### src/mulaw_pcm_sample_converter_unit_macros.svh
`ifndef MULAW_PCM_SAMPLE_CONVERTER_UNIT_MACROS_SVH
`define MULAW_PCM_SAMPLE_CONVERTER_UNIT_MACROS_SVH

// same-cycle implication, checked on clk, off while rst_n is low
`define MPSC_ASSERT_IMP(label, ante, cons, msg) \
    label: assert property (@(posedge clk) disable iff (!rst_n) (ante) |-> (cons)) \
        else $error(msg);

// next-cycle implication, checked on clk, off while rst_n is low
`define MPSC_ASSERT_NXT(label, ante, cons, msg) \
    label: assert property (@(posedge clk) disable iff (!rst_n) (ante) |=> (cons)) \
        else $error(msg);

`endif

### src/mpsc_pkg.sv
package mpsc_pkg;

    localparam int SAMPLE_BITS    = 16;
    localparam int GAIN_BITS      = 16;
    localparam int GAIN_FRAC_BITS = 12;
    localparam int VAL_BITS       = 20;
    localparam int MUL_BITS       = GAIN_BITS + 1;
    localparam int PROD_BITS      = 2 * MUL_BITS;
    localparam int PADDR_BITS     = 4;
    localparam int PDATA_BITS     = 32;

    localparam logic [7:0]  MU_BIAS = 8'h84;
    localparam logic [15:0] MU_CLIP = 16'd32635;

    localparam logic [1:0] FMT_MULAW = 2'd0;
    localparam logic [1:0] FMT_S16   = 2'd1;
    localparam logic [1:0] FMT_U8    = 2'd2;

    localparam logic [1:0] MODE_PASS    = 2'd0;
    localparam logic [1:0] MODE_DOWNMIX = 2'd1;
    localparam logic [1:0] MODE_DUP     = 2'd2;

    localparam logic [1:0] REG_INPUT_FORMAT  = 2'd0;
    localparam logic [1:0] REG_OUTPUT_FORMAT = 2'd1;
    localparam logic [1:0] REG_CHANNEL_MODE  = 2'd2;

    localparam logic signed [PROD_BITS-1:0] PCM_MIN_P = -(PROD_BITS'(32768));
    localparam logic signed [PROD_BITS-1:0] ROUND_P   = PROD_BITS'(1 << (GAIN_FRAC_BITS - 1));
    localparam logic signed [PROD_BITS-1:0] VAL_MAX_P = PROD_BITS'((1 << (VAL_BITS - 1)) - 1);
    localparam logic signed [PROD_BITS-1:0] VAL_MIN_P = -(PROD_BITS'(1 << (VAL_BITS - 1)));
    localparam logic signed [PROD_BITS-1:0] U8_OFS_P  = PROD_BITS'(128 * 32768 + 16384);

    localparam logic signed [VAL_BITS-1:0] PCM_MAX_V  = VAL_BITS'(32767);
    localparam logic signed [VAL_BITS-1:0] PCM_TOP_V  = VAL_BITS'(32768);
    localparam logic signed [VAL_BITS-1:0] PCM_MIN_V  = -(VAL_BITS'(32768));

    typedef enum logic [3:0] {
        S_IDLE,
        S_DEC,
        S_VAL,
        S_GAIN,
        S_SCALE,
        S_MIX,
        S_ENC,
        S_PACK,
        S_EMIT
    } state_t;

    function automatic logic signed [MUL_BITS-1:0] mulaw_decode(input logic [7:0] b);
        logic [7:0]  u;
        logic [15:0] base;
        logic [15:0] mag;
        u    = ~b;
        base = 16'({u[3:0], 3'b000}) + 16'(MU_BIAS);
        mag  = (base << u[6:4]) - 16'(MU_BIAS);
        if (u[7])
        begin
            return -$signed({1'b0, mag});
        end
        return $signed({1'b0, mag});
    endfunction

    function automatic logic [7:0] mulaw_encode(input logic signed [15:0] s);
        logic signed [17:0] ext;
        logic [15:0]        pcm;
        logic [2:0]         seg;
        logic [3:0]         mant;
        logic [7:0]         mask;
        ext = 18'(s);
        if (s[15])
        begin
            pcm  = 16'(18'(MU_BIAS) - ext);
            mask = 8'h7F;
        end
        else
        begin
            pcm  = 16'(18'(MU_BIAS) + ext);
            mask = 8'hFF;
        end
        if (pcm > 16'(MU_BIAS) + MU_CLIP)
        begin
            pcm = 16'(MU_BIAS) + MU_CLIP;
        end
        seg = 3'd0;
        for (int k = 0; k < 7; k++)
        begin
            if (pcm >= (16'h0100 << k))
            begin
                seg = seg + 3'd1;
            end
        end
        mant = 4'(pcm >> (4'(seg) + 4'd3));
        return {1'b0, seg, mant} ^ mask;
    endfunction

endpackage

### src/mulaw_pcm_sample_converter_unit.sv
// Audio sample converter: decode, peak track, gain, channel mix, encode.
// Input channel (in_valid/in_stall) carries sample_in, gain, last_in; one beat
// is taken when in_valid is high and in_stall is low. Output channel
// (out_valid/out_stall) carries sample_out, last_out, peak_level, malformed.
// The APB port sets input_format (0x0), output_format (0x4), channel_mode
// (0x8); write it only while the block is idle.
// One item runs through an eight-step sequencer around a single shared
// 17x17 multiplier (offset decode, gain, offset encode). The result is
// loaded into the output register from the emit step, twice in duplicate
// mode; a new beat is taken only once the sequencer is back in idle. A
// held left sample in downmix mode ends at the mix step and gives no result.
// When the receiver stalls, the output register holds its beat; the
// sequencer waits in its emit step until the register frees, and in_stall
// stays high meanwhile. A finished result may wait in the output register
// while the next input beat is taken.
// Reset clears the peak, the pair phase and the output valid, and sets the
// registers to signed 16-bit in and out with pass through.
`include "mulaw_pcm_sample_converter_unit_macros.svh"

module mulaw_pcm_sample_converter_unit (
    input  logic                              clk,
    input  logic                              rst_n,
    input  logic                              psel,
    input  logic                              penable,
    input  logic                              pwrite,
    input  logic [mpsc_pkg::PADDR_BITS-1:0]   paddr,
    input  logic [mpsc_pkg::PDATA_BITS-1:0]   pwdata,
    output logic [mpsc_pkg::PDATA_BITS-1:0]   prdata,
    output logic                              pready,
    input  logic                              in_valid,
    output logic                              in_stall,
    input  logic [mpsc_pkg::SAMPLE_BITS-1:0]  sample_in,
    input  logic [mpsc_pkg::GAIN_BITS-1:0]    gain,
    input  logic                              last_in,
    output logic                              out_valid,
    input  logic                              out_stall,
    output logic [mpsc_pkg::SAMPLE_BITS-1:0]  sample_out,
    output logic                              last_out,
    output logic [mpsc_pkg::SAMPLE_BITS-1:0]  peak_level,
    output logic                              malformed
);
    import mpsc_pkg::*;

    state_t state_reg;
    state_t state_next;

    logic [1:0] in_fmt_reg;
    logic [1:0] out_fmt_reg;
    logic [1:0] mode_reg;

    logic [SAMPLE_BITS-1:0]       sample_reg;
    logic [GAIN_BITS-1:0]         gain_reg;
    logic                         last_reg;
    logic signed [PROD_BITS-1:0]  prod_reg;
    logic signed [MUL_BITS-1:0]   v_reg;
    logic signed [VAL_BITS-1:0]   g_reg;
    logic signed [VAL_BITS-1:0]   held_reg;
    logic signed [VAL_BITS-1:0]   val_reg;
    logic signed [15:0]           s16_reg;
    logic [SAMPLE_BITS-1:0]       code_reg;
    logic                         phase_reg;
    logic [SAMPLE_BITS-1:0]       peak_reg;
    logic                         bad_reg;
    logic                         fin_reg;
    logic                         dup_reg;

    logic                         out_valid_reg;
    logic [SAMPLE_BITS-1:0]       sample_out_reg;
    logic                         last_out_reg;
    logic [SAMPLE_BITS-1:0]       peak_out_reg;
    logic                         malformed_reg;

    logic signed [MUL_BITS-1:0]   mul_a;
    logic signed [MUL_BITS-1:0]   mul_b;
    logic signed [PROD_BITS-1:0]  mul_p;

    logic signed [MUL_BITS-1:0]   off_v;
    logic signed [MUL_BITS-1:0]   dec_v;
    logic signed [MUL_BITS-1:0]   dec_abs;
    logic signed [PROD_BITS-1:0]  rnd_p;
    logic signed [PROD_BITS-1:0]  shr_p;
    logic signed [VAL_BITS-1:0]   g_sat;
    logic signed [VAL_BITS-1:0]   left_v;
    logic signed [VAL_BITS:0]     mix_sum;
    logic signed [VAL_BITS-1:0]   mix_half;
    logic signed [MUL_BITS-1:0]   enc_c;
    logic signed [15:0]           enc_s16;
    logic signed [PROD_BITS-1:0]  u8_sum;
    logic [SAMPLE_BITS-1:0]       code_next;

    logic downmix;
    logic hold_only;
    logic out_free;
    logic out_load;
    logic cfg_wr;
    logic [1:0] cfg_idx;

    assign pready   = 1'b1;
    assign cfg_wr   = psel && penable && pwrite;
    assign cfg_idx  = paddr[PADDR_BITS-1:2];
    assign in_stall = (state_reg != S_IDLE);
    assign out_free = !out_valid_reg || !out_stall;
    assign out_load = (state_reg == S_EMIT) && out_free;
    assign downmix  = (mode_reg == MODE_DOWNMIX);
    assign hold_only = downmix && !phase_reg && !last_reg;

    assign out_valid  = out_valid_reg;
    assign sample_out = sample_out_reg;
    assign last_out   = last_out_reg;
    assign peak_level = peak_out_reg;
    assign malformed  = malformed_reg;

    always_comb
    begin
        case (cfg_idx)
            REG_INPUT_FORMAT:  prdata = PDATA_BITS'(in_fmt_reg);
            REG_OUTPUT_FORMAT: prdata = PDATA_BITS'(out_fmt_reg);
            REG_CHANNEL_MODE:  prdata = PDATA_BITS'(mode_reg);
            default:           prdata = '0;
        endcase
    end

    assign mul_p = PROD_BITS'(mul_a) * PROD_BITS'(mul_b);

    always_ff @(posedge clk or negedge rst_n)
    begin
        if (!rst_n)
        begin
            state_reg <= S_IDLE;
        end
        else
        begin
            state_reg <= state_next;
        end
    end

    always_comb
    begin
        state_next = state_reg;
        mul_a      = '0;
        mul_b      = '0;
        case (state_reg)
            S_IDLE:
            begin
                if (in_valid)
                begin
                    state_next = S_DEC;
                end
            end
            S_DEC:
            begin
                mul_a      = MUL_BITS'($signed({1'b0, sample_reg[7:0]})) - MUL_BITS'(128);
                mul_b      = MUL_BITS'(258);
                state_next = S_VAL;
            end
            S_VAL:
            begin
                state_next = S_GAIN;
            end
            S_GAIN:
            begin
                mul_a      = v_reg;
                mul_b      = $signed({1'b0, gain_reg});
                state_next = S_SCALE;
            end
            S_SCALE:
            begin
                state_next = S_MIX;
            end
            S_MIX:
            begin
                state_next = hold_only ? S_IDLE : S_ENC;
            end
            S_ENC:
            begin
                mul_a      = enc_c;
                mul_b      = MUL_BITS'(127);
                state_next = S_PACK;
            end
            S_PACK:
            begin
                state_next = S_EMIT;
            end
            S_EMIT:
            begin
                if (out_free && !dup_reg)
                begin
                    state_next = S_IDLE;
                end
            end
            default:
            begin
                state_next = S_IDLE;
            end
        endcase
    end

    always_comb
    begin
        off_v = (prod_reg < PCM_MIN_P) ? MUL_BITS'(PCM_MIN_P) : prod_reg[MUL_BITS-1:0];
        case (in_fmt_reg)
            FMT_MULAW: dec_v = mulaw_decode(sample_reg[7:0]);
            FMT_U8:    dec_v = off_v;
            default:   dec_v = MUL_BITS'($signed(sample_reg));
        endcase
        dec_abs = dec_v[MUL_BITS-1] ? -dec_v : dec_v;

        rnd_p = prod_reg + ROUND_P;
        shr_p = rnd_p >>> GAIN_FRAC_BITS;
        if (shr_p > VAL_MAX_P)
        begin
            g_sat = VAL_MAX_P[VAL_BITS-1:0];
        end
        else if (shr_p < VAL_MIN_P)
        begin
            g_sat = VAL_MIN_P[VAL_BITS-1:0];
        end
        else
        begin
            g_sat = shr_p[VAL_BITS-1:0];
        end

        left_v   = phase_reg ? held_reg : '0;
        mix_sum  = (VAL_BITS+1)'(left_v) + (VAL_BITS+1)'(g_reg);
        mix_half = VAL_BITS'(mix_sum >>> 1);

        if (val_reg > PCM_TOP_V)
        begin
            enc_c = MUL_BITS'(PCM_TOP_V);
        end
        else if (val_reg < PCM_MIN_V)
        begin
            enc_c = MUL_BITS'(PCM_MIN_V);
        end
        else
        begin
            enc_c = val_reg[MUL_BITS-1:0];
        end
        enc_s16 = (val_reg > PCM_MAX_V) ? 16'sh7FFF : enc_c[15:0];

        u8_sum = prod_reg + U8_OFS_P;
        case (out_fmt_reg)
            FMT_MULAW: code_next = SAMPLE_BITS'(mulaw_encode(s16_reg));
            FMT_U8:    code_next = SAMPLE_BITS'(u8_sum[22:15]);
            default:   code_next = s16_reg;
        endcase
    end

    always_ff @(posedge clk or negedge rst_n)
    begin
        if (!rst_n)
        begin
            in_fmt_reg    <= FMT_S16;
            out_fmt_reg   <= FMT_S16;
            mode_reg      <= MODE_PASS;
            phase_reg     <= 1'b0;
            peak_reg      <= '0;
            held_reg      <= '0;
            dup_reg       <= 1'b0;
            out_valid_reg <= 1'b0;
        end
        else
        begin
            if (cfg_wr)
            begin
                case (cfg_idx)
                    REG_INPUT_FORMAT:  in_fmt_reg  <= pwdata[1:0];
                    REG_OUTPUT_FORMAT: out_fmt_reg <= pwdata[1:0];
                    REG_CHANNEL_MODE:  mode_reg    <= pwdata[1:0];
                    default:           ;
                endcase
            end

            if (state_reg == S_VAL && dec_abs[SAMPLE_BITS-1:0] > peak_reg)
            begin
                peak_reg <= dec_abs[SAMPLE_BITS-1:0];
            end

            if (state_reg == S_MIX)
            begin
                if (hold_only)
                begin
                    held_reg  <= g_reg;
                    phase_reg <= 1'b1;
                end
                else
                begin
                    phase_reg <= 1'b0;
                    dup_reg   <= (mode_reg == MODE_DUP);
                end
            end

            if (out_load)
            begin
                out_valid_reg <= 1'b1;
                if (dup_reg)
                begin
                    dup_reg <= 1'b0;
                end
                else if (fin_reg)
                begin
                    peak_reg <= '0;
                end
            end
            else if (!out_stall)
            begin
                out_valid_reg <= 1'b0;
            end
        end
    end

    always_ff @(posedge clk)
    begin
        if (state_reg == S_IDLE && in_valid)
        begin
            sample_reg <= sample_in;
            gain_reg   <= gain;
            last_reg   <= last_in;
        end
        if (state_reg == S_DEC || state_reg == S_GAIN || state_reg == S_ENC)
        begin
            prod_reg <= mul_p;
        end
        if (state_reg == S_VAL)
        begin
            v_reg <= dec_v;
        end
        if (state_reg == S_SCALE)
        begin
            g_reg <= g_sat;
        end
        if (state_reg == S_MIX)
        begin
            fin_reg <= last_reg;
            if (downmix)
            begin
                val_reg <= mix_half;
                bad_reg <= !phase_reg;
            end
            else
            begin
                val_reg <= g_reg;
                bad_reg <= 1'b0;
            end
        end
        if (state_reg == S_ENC)
        begin
            s16_reg <= enc_s16;
        end
        if (state_reg == S_PACK)
        begin
            code_reg <= code_next;
        end
        if (out_load)
        begin
            sample_out_reg <= code_reg;
            if (dup_reg)
            begin
                last_out_reg  <= 1'b0;
                peak_out_reg  <= '0;
                malformed_reg <= 1'b0;
            end
            else
            begin
                last_out_reg  <= fin_reg;
                peak_out_reg  <= fin_reg ? peak_reg : '0;
                malformed_reg <= bad_reg;
            end
        end
    end

    `MPSC_ASSERT_NXT(a_accept_starts_decode, in_valid && !in_stall, state_reg == S_DEC, "accepted beat did not start decode")
    `MPSC_ASSERT_IMP(a_peak_only_on_last, out_valid && !last_out, peak_level == '0 && !malformed, "peak or malformed on a non-last beat")
    `MPSC_ASSERT_IMP(a_peak_in_range, 1'b1, peak_reg <= 16'h8000, "peak accumulator above full scale")
    `MPSC_ASSERT_NXT(a_emit_loads_output, out_load, out_valid_reg, "emit step did not load the output register")
    `MPSC_ASSERT_NXT(a_hold_left_no_beat, state_reg == S_MIX && hold_only, state_reg == S_IDLE && phase_reg, "held left sample did not arm the pair phase")

endmodule

### config.mk
export PLATFORM = sky130hd
export DESIGN_NAME = mulaw_pcm_sample_converter_unit
export DESIGN_NICKNAME = d
export VERILOG_FILES = /design/src/mpsc_pkg.sv /design/src/mulaw_pcm_sample_converter_unit.sv
export VERILOG_INCLUDE_DIRS = /design/src /design/src/src
export SDC_FILE = /design/constraint.sdc
export NUM_CORES = 1
export LEC_CHECK = 0
export CAP_MARGIN = 20
export CORE_MARGIN = 2
export CORE_UTILIZATION = 34
export CTS_CLUSTER_DIAMETER = 30
export DETAILED_ROUTE_END_ITERATION = 7
export DONT_BUFFER_PORTS = 1
export PLACE_DENSITY_LB_ADDON = 0.08
export RECOVER_POWER = 25
export SYNTH_ARGS = -nofsm -noshare
export SYNTH_HDL_FRONTEND = slang
export SYNTH_SLANG_ARGS = --single-unit
### constraint.sdc
create_clock -name clk -period 26.7 [get_ports clk]
set_clock_uncertainty 0.15 [all_clocks]
set_input_delay 1.335 -clock clk [delete_from_list [all_inputs] [get_ports clk]]
set_output_delay 1.335 -clock clk [all_outputs]
set_load 0.01 [all_outputs]
==> results of run 1 <==
==> Yosys cell counts (11+ instances only) <==
cell	count
o21ai_0	82
o21ai_1	11
nor3_1	24
or3_1	14
o31ai_1	11
inv_1	430
nand3_1	42
and3_1	12
o21a_1	16
xnor2_1	73
ha_1	138
a31oi_1	11
nor2b_1	11
nand4_1	16
and2_1	61
xor2_1	38
mux2_2	24
dfrtp_1	47
nand2b_1	27
fa_1	280
nor2_1	213
buf_2	13
a211oi_1	19
clkbuf_1	80
o211ai_1	11
edfxtp_1	192
a21o_1	44
buf_4	35
a21oi_1	80
nand2_1	284
mux2i_1	31
==> final cells by class <==
type,count,area share [%]
clock buffers,79,6.33
clock inverters,46,2.42
inverters,432,5.82
multi-input cells,1764,55.2
flip-flops and latches,241,25.1
well taps,950,4.27
repair buffers,32,0.849
==> where the power goes <==
part	switching [mW]	internal, mW
logic	1.08	0.623
clock network	0.254	0.608
registers	0.117	0.593
==> cell families after synthesis <==
kind of cell / synth area share (%)
AOI/OAI and AO/OA: 11.2
xor gates and xnor gates: 4.12
adders and majority gates: 29.9
buffers and inverters: 9.48
DFF: 28.5
muxes: 2.55
other: 0.0306
and+or+nand+nor: 14.2
==> routing by layer <==
metal  vias up  global-route usage (%)
met5         -                       0
met1      8834                    24.9
met4         2                    5.73
li1       8306                       -
met3        91                    3.07
met2       417                    31.8
==> worst max path at each step <==
stage / endpoint / slack (ns) / cells after the start
after floorplan: prod_reg[32] / 18.32 / 27
after global placement: prod_reg[33] / 17.15 / 29
after detailed placement: prod_reg[33] / 17.08 / 29
after CTS: prod_reg[33] / 17.01 / 29
after global routing: prod_reg[33] / 16.70 / 29
final: prod_reg[33] / 17.25 / 29
==> per-stage QoR <==
| stage | hold WS, ns | std cells | util (%) | total power [mW] |
|---|---|---|---|---|
| 5_1_grt | 0.269 | 3544 | 38.9 | 3.58 |
| 6_report | 0.263 | 3544 | 38.9 | 3.28 |
| 4_1_cts | 0.266 | 3542 | 38.9 | 3.33 |
| 2_1_floorplan | 0.250 | 2575 | - | 1.92 |
| 3_3_place_gp | 0.255 | 3417 | 35.5 | 2.42 |
| 3_5_place_dp | 0.256 | 3417 | 35.5 | 2.44 |
==> results.tsv, run 1 <==
metric	value	unit
wl_met3	3.24	mm
pwr_density_cell	118	mW/mm²
rr_startpoint	val_reg[11]	
path_class	reg2reg	
most-common-layout-cells	inv_1 (430), nand2_1 (284), fa_1 (280)	
syn_to_final_growth	13.5	%
min_from	code_reg[7]	
synth_edf_count	192	
hpwl	54.1	mm
cp_common_cell	fa_1	
htreeDepth	3	
start_util	34.3	%
slew_headroom	17.4	%
wl_per_cell	19.3	µm
antenna_found_initial	1	
grt_max_degree	54	
overflow	0	
rows	98	
cts_buffers	68	
num-nets-final	3033	
root_buffer	clkbuf_16	
ys_async_sr_fraction	20.3	%
fin_setup_tns	0	ns
synth.top_cell.area_share	23.5	%
reg2reg_depth	29	
hold_violations	0	
rsz0062_at_grt	no	
syn_avg_cell_area	9.63	µm²
multiInputGateArea	0.0154	mm²
io_buffers	0	
routed_wl	68.3	mm
grt_pass1_wl	108	mm
worst-path-buf-inv	4	
synth_ff_type	edfxtp_1	
ys_types	100	
timing.fmax	106	MHz
ys_ff_latch	241	
hp-class	reg2reg	
cpMaxStageDelayCell	o31ai_1	
core_area	0.0715	mm²
end_kind	flop	
die-area	0.0743	mm²
rr_endpoint	prod_reg[33]	
post_drt_via_cell_ratio	4.98	
post-route-period-util	35.4	%
finalSetupViolCount	0	
crit_required	26.86	ns
n_fill_cell	7157	
cts_tree	built	
cp-start-kind	flop	
dieHeight	273	µm
placedInstanceArea	0.0254	mm²
place_ws	17.08	ns
diodes	0	
grt_pass1_vias	18500	
drt-met1-wl	30.7	mm
topRoutingLayerUsed	met5	
max-cap-violations	0	
drv_slew	0	
largest_register_ffs	34	
synth_cells	2546	
via_count	17700	
clock-sinks	241	
p_leak	12.5	nW
cp_top_family	adder cells	
syn_area	0.0245	mm²
dieWidth	273	µm
cts_setup_buffers	0	
path_clk_slew	0.04	ns
cp_slowest_stage_delay	0.64	ns
ctsHoldBuffers	0	
clock_latency	0.59	ns
grt_use_total	18.9	%
layout_commonest_cell	inv_1	
setup_ws	17.25	ns
finalCriticalPeriod	9.45	ns
remaining_drc_errors	0	
fin_area	0.0278	mm²
ctsResizeCount	0	
register_area	0.00699	mm²
worstHoldPathCells	0	
tightest_slew	1.24	ns
outcome	completed	
synth_top_area_cell	edfxtp_1	
drt-initial-drc-count	1078	
gp_congestion	0.854	
cp-startpoint	val_reg[11]	
ir_worst_vdd	0.0000580	V
clock_path_buffers	3	
final_layout_size_suffix_gt1_share	8.06	%
cp_max_fo	23	
worst_ep_arrival_time	9.60	ns
seq_area_frac_synth	28.5	%
synth-warning-count	0	
reg2reg_setup_slack	17.25	ns
met2WireLength	32.9	mm
antenna_left	0	
pin_count	145	
hold_path_end	sample_out[7]	
synth.area.top_cells	edfxtp_1 (24%), fa_1 (23%), ha_1 (7.0%)	
drtPass1Iterations	7	
No activity file was read; power rests on OpenSTA's default activity.
==> run 2: changes to the inputs <==
==> constraint.sdc (replaced) <==
create_clock -name clk -period 8.4 [get_ports clk]
set_clock_uncertainty 0.15 [all_clocks]
set_input_delay 0.42 -clock clk [delete_from_list [all_inputs] [get_ports clk]]
set_output_delay 0.42 -clock clk [all_outputs]
set_load 0.01 [all_outputs]
==> run 2 against run 1 <==
  * The flow now finishes with violations (capacitance limit, slew limit)
  * Count of clock-buffer cells in the layout increased by 3
  * Die area stayed put
  * Critical path type unchanged
  * Design area increased by 6.4%
  * Sequential share of layout area fell by 1.5 points
  * First-iteration DRC count fell by 15%
  * Combinational power rose to 3.6 times the previous value
  * Final cell count increased by 4.4%
  * Register-to-register slack got worse by 17 ns
  * Global-route usage rose by 0.59 points
  * Highest routed layer is now met4
  * Critical path depth rose by 4
  * Setup slack worse by 17 ns
==> results.tsv, run 2 (synthesis results as in run 1) <==
metric	value	unit	change
p_leak	13.3	nW	was 12.5 nW
syn_to_final_growth	20.7	%	was 13.5%
drt-initial-drc-count	912		was 1078
routed_wl	70.9	mm	was 68.3 mm
cts_tree	built		unchanged
cts_buffers	70		was 68
crit_required	8.58	ns	was 26.86 ns
largest_register_ffs	34		unchanged
n_fill_cell	7045		was 7157
io_buffers	0		unchanged
fin_setup_tns	0	ns	unchanged
cp-start-kind	flop		unchanged
dieWidth	273	µm	unchanged
clock_latency	0.61	ns	was 0.59 ns
dieHeight	273	µm	unchanged
post-route-period-util	97.4	%	was 35.4%
antenna_left	0		unchanged
hpwl	57.1	mm	was 54.1 mm
finalCriticalPeriod	8.18	ns	was 9.45 ns
overflow	0		unchanged
pwr_density_cell	373	mW/mm²	was 118 mW/mm²
clock_path_buffers	3		unchanged
max-cap-violations	1		was 0
root_buffer	clkbuf_16		unchanged
clock-sinks	241		unchanged
grt_pass1_vias	19000		was 18500
remaining_drc_errors	0		unchanged
fin_area	0.0296	mm²	was 0.0278 mm²
rr_startpoint	val_reg[9]		was val_reg[11]
grt_pass1_wl	111	mm	was 108 mm
rows	98		unchanged
core_area	0.0715	mm²	unchanged
cp_common_cell	fa_1		unchanged
most-common-layout-cells	inv_1 (430), nand2_1 (278), fa_1 (277)		was inv_1 (430), nand2_1 (284), fa_1 (280)
outcome	finished with violations		was completed
num-nets-final	3186		was 3033
worst_ep_arrival_time	8.36	ns	was 9.60 ns
die-area	0.0743	mm²	unchanged
hp-class	in2reg		was reg2reg
ir_worst_vdd	0.000213	V	was 0.0000580 V
violations	capacitance limit, slew limit		
cp_top_family	adder cells		unchanged
cpMaxStageDelayCell	or4_4		was o31ai_1
path_clk_slew	0.05	ns	was 0.04 ns
timing.fmax	122	MHz	was 106 MHz
via_count	18200		was 17700
cp-startpoint	val_reg[9]		was val_reg[11]
cp_max_fo	6		was 23
drv_slew	50		was 0
worst-path-buf-inv	7		was 4
pin_count	145		unchanged
start_util	34.3	%	unchanged
antenna_found_initial	0		was 1
wl_per_cell	19.2	µm	was 19.3 µm
finalSetupViolCount	0		unchanged
layout_commonest_cell	inv_1		unchanged
gp_congestion	0.859		was 0.854
grt_max_degree	54		unchanged
placedInstanceArea	0.0262	mm²	was 0.0254 mm²
min_from	paddr[3]		was code_reg[7]
grt_use_total	19.5	%	was 18.9%
drtPass1Iterations	5		was 7
post_drt_via_cell_ratio	4.92		was 4.98
end_kind	flop		unchanged
tightest_slew	2.94	ns	was 1.24 ns
slew_headroom	-96.1	%	was 17.4%
final_layout_size_suffix_gt1_share	13.3	%	was 8.06%
hold_violations	0		unchanged
htreeDepth	3		unchanged
path_class	reg2reg		unchanged
cp_slowest_stage_delay	0.56	ns	was 0.64 ns
-- run 2: power breakdown --
part           switching [mW]  internal, mW  total [mW]
Combinational            3.64          2.43        6.07
Clock                   0.838          1.89        2.72
Sequential              0.363          1.88        2.25
-- run 2: what timing repair did --
item / in CTS / in global routing
resized for setup: 3 / 74
endpoints found under the setup margin: 2 / 7
setup buffers: 0 / 11
hold buffers: 46 / 0
pin swaps: 0 / 35
hold endpoints to repair: 91 / 0
cloned: 0 / 2
-- run 2: routing by layer --
| metal | up-vias | share of wire, % | routed length, µm | track usage (%) |
|---|---|---|---|---|
| met1 | 9060 | 46 | 32600 | 26.6 |
| met2 | 435 | 46 | 32900 | 31.6 |
| met3 | 109 | 4.7 | 3300 | 3.09 |
| met4 | 0 | 3.0 | 2120 | 6.23 |
| li1 | 8605 | - | - | - |
| met5 | - | 0 | 0 | 0 |
-- run 2: worst paths after layout --
check / endpoint / slack (ns) / cells after the start
worst max-delay path: prod_reg[32] / 0.22 / 33
worst min-delay path: mode_reg[1] / 0.05 / 2
worst max register to register: prod_reg[32] / 0.22 / 33
worst min register to register: sample_out[1] / 0.27 / 0
max in group asynchronous: held_reg[17] / 5.17 / 2
min in group asynchronous: state_reg[2] / 1.26 / 2
-- run 2: metrics by stage --
stage	power [mW]	setup WS (ns)	utilization [%]	hold slack, ns	std cells
after floorplan	6.11	0.0162	-	-0.0256	2575
after global placement	8.10	-0.0471	36.6	-0.0181	3509
after detailed placement	8.15	-0.0837	36.6	-0.0179	3510
after CTS	11.0	0.00473	40.8	0.0141	3686
after global routing	12.0	-0.0217	41.4	0.0520	3700
final	11.0	0.219	41.4	0.0545	3701
-- run 2: final cells by class --
cell class / instances / area, µm² / area share, %
sequential: 241 / 6990 / 23.6
antenna: 1 / 2.50 / 0.00845
clock buffer: 82 / 1810 / 6.10
multi-input combinational: 1764 / 15700 / 52.9
tap: 950 / 1190 / 4.01
inverter: 432 / 1620 / 5.48
timing repair buffer: 183 / 1660 / 5.60
clock inverter: 48 / 669 / 2.26
==> run 3: changes to the inputs <==
==> constraint.sdc (replaced) <==
create_clock -name clk -period 9.9 [get_ports clk]
set_clock_uncertainty 0.15 [all_clocks]
set_input_delay 0.495 -clock clk [delete_from_list [all_inputs] [get_ports clk]]
set_output_delay 0.495 -clock clk [all_outputs]
set_load 0.01 [all_outputs]
==> run 3 against run 2 <==
  * The flow still finishes with violations (capacitance limit, slew limit)
  * Final cell count fell by 2.7%
  * Clock power fell by 17%
  * Setup slack improved by 0.60 ns
  * Global-route usage rose by 0.10 points
  * Wire length rose by 0.18%
  * Combinational power fell by 23%
  * Utilization fell by 1.8 points
  * Design area fell by 4.4%
  * Hold slack improved by 0.00086 ns
==> results.tsv, run 3 (synthesis results as in run 1) <==
metric	value	unit	change
timing.fmax	110	MHz	was 122 MHz
multiInputGateArea	0.0154	mm²	was 0.0157 mm²
htreeDepth	3		unchanged
drt-initial-drc-count	1029		was 912
grt_max_degree	50		was 54
min_from	paddr[2]		was paddr[3]
path_clk_slew	0.04	ns	was 0.05 ns
cts_tree	built		unchanged
p_leak	12.7	nW	was 13.3 nW
cp-start-kind	flop		unchanged
rr_startpoint	val_reg[19]		was val_reg[9]
dieWidth	273	µm	unchanged
rows	98		unchanged
hold_violations	0		unchanged
layout_commonest_cell	inv_1		unchanged
met2_usage	32.1	%	was 31.6%
syn_to_final_growth	15.5	%	was 20.7%
max-cap-violations	1		unchanged
diodes	0		was 1
switching_share	44.7	%	was 43.8%
rr_endpoint	prod_reg[33]		was prod_reg[32]
via_count	17900		was 18200
die-area	0.0743	mm²	unchanged
antenna_left	0		unchanged
io_buffers	0		unchanged
num-nets-final	3088		was 3186
tightest_slew	2.97	ns	was 2.94 ns
root_buffer	clkbuf_16		unchanged
worst-path-buf-inv	5		was 7
cp_common_cell	fa_1		unchanged
combPwrFrac	52.8	%	was 55.0%
setup_ws	0.822	ns	was 0.219 ns
final_layout_size_suffix_gt1_share	8.23	%	was 13.3%
drv_slew	50		unchanged
cp-startpoint	val_reg[19]		was val_reg[9]
cp_slowest_stage_delay	0.85	ns	was 0.56 ns
fin_util	39.6	%	was 41.4%
final-instance-count-excl-fill	3600		was 3701
cp_max_fo	23		was 6
grt_use_total	19.6	%	was 19.5%
core_area	0.0715	mm²	unchanged
p_switching	3.96	mW	was 4.84 mW
grt_pass1_wl	112	mm	was 111 mm
clock_latency	0.60	ns	was 0.61 ns
rsz0062_at_grt	no		
dp.cells	3429		was 3510
crit_required	10.07	ns	was 8.58 ns
overflow	0		unchanged
ir_worst_vdd	0.000144	V	was 0.000213 V
grt_pass1_vias	18800		was 19000
gp_congestion	0.876		was 0.859
grt_use_met1	26.4	%	was 26.6%
p_seq_share	21.7	%	was 20.4%
busiest_layer	met2		unchanged
pin_count	145		unchanged
crit_end	prod_reg[33]		was prod_reg[32]
cpMaxStageDelayCell	nor2_1		was or4_4
end_kind	flop		unchanged
antenna_found_initial	0		unchanged
pwr_density_cell	313	mW/mm²	was 373 mW/mm²
hold_slack	0.0554	ns	was 0.0545 ns
fin_setup_tns	0	ns	unchanged
start_util	34.3	%	unchanged
clock_path_buffers	3		unchanged
hp-class	in2reg		unchanged
worst_ep_arrival_time	9.24	ns	was 8.36 ns
dieHeight	273	µm	unchanged
place_ws	0.887	ns	was -0.0837 ns
cts_buffers	69		was 70
wl_per_cell	19.7	µm	was 19.2 µm
clkPwrFrac	25.5	%	was 24.7%
drtPass1Iterations	6		was 5
clock-sinks	241		unchanged
cp_top_family	adder cells		unchanged
hpwl	55.6	mm	was 57.1 mm
outcome	finished with violations		unchanged
routed_wl	71.0	mm	was 70.9 mm
largest_register_ffs	34		unchanged
cp.depth	30		was 33
register_area	0.00699	mm²	unchanged
post-route-period-util	91.7	%	was 97.4%
remaining_drc_errors	0		unchanged
reg2reg_depth	30		was 33
finalSetupViolCount	0		unchanged
finalCriticalPeriod	9.08	ns	was 8.18 ns
grt_util_met3	3.25	%	was 3.09%
violations	capacitance limit, slew limit		unchanged
path_class	reg2reg		unchanged
slew_headroom	-97.8	%	was -96.1%
ctsResizeCount	0		was 3
internal-power	4.90	mW	was 6.20 mW
n_fill_cell	7127		was 7045
reg2reg_setup_slack	0.82	ns	was 0.22 ns
post_drt_via_cell_ratio	4.96		was 4.92
most-common-layout-cells	inv_1 (430), nand2_1 (284), fa_1 (280)		was inv_1 (430), nand2_1 (278), fa_1 (277)
-- run 3: cell count changes in the layout (fill, tap and decap cells not counted), sizes merged, moves of 2 or more --
cell	delta
clkinv	-5
clkinvlp	-2
clkbuf	+3
dlygate4sd3	-3
buf	-92
bufinv	-2
-- run 3: worst min-delay path by stage --
stage | endpoint | slack [ns] | cells past startpoint
floorplan | dup_reg | 0.05 | 0
global route | mode_reg[1] | 0.03 | 2
detailed placement | held_reg[2] | 0.06 | 0
finish | mode_reg[1] | 0.06 | 2
global placement | held_reg[3] | 0.06 | 0
CTS | mode_reg[1] | 0.02 | 2
-- run 3: per-stage QoR --
step | total power [mW] | area, µm²
after global routing | 9.66 | 28300
final | 8.87 | 28300
after CTS | 8.97 | 28300
after floorplan | 5.18 | 24600
after detailed placement | 6.63 | 25500
after global placement | 6.58 | 25500
-- run 3: area by class of cell --
type	count	area share (%)
sequential	241	24.7
clock buffer	87	6.55
timing repair buffer	86	2.69
multi-input combinational	1764	54.2
tap	950	4.20
inverter	432	5.73
clock inverter	40	1.90
-- run 3: power groups by stage --
stage,clock network [mW],registers [mW],logic [mW]
3_5_place_dp,0,1.94,4.69
6_report,2.26,1.92,4.68
3_3_place_gp,0,1.94,4.65
2_1_floorplan,0,1.74,3.44
5_1_grt,2.36,1.96,5.34
4_1_cts,2.31,1.93,4.74
-- run 3: layer usage --
| metal | vias to the layer above | wire, µm |
|---|---|---|
| li1 | 8415 | - |
| met1 | 8910 | 32600 |
| met2 | 428 | 33300 |
| met3 | 101 | 3380 |
| met4 | 0 | 1790 |
| met5 | - | 0 |
-- run 3: timing repair --
action,in CTS,in global routing
hold endpoints to repair,91,0
hold buffers,43,0
buffers inserted,0,0
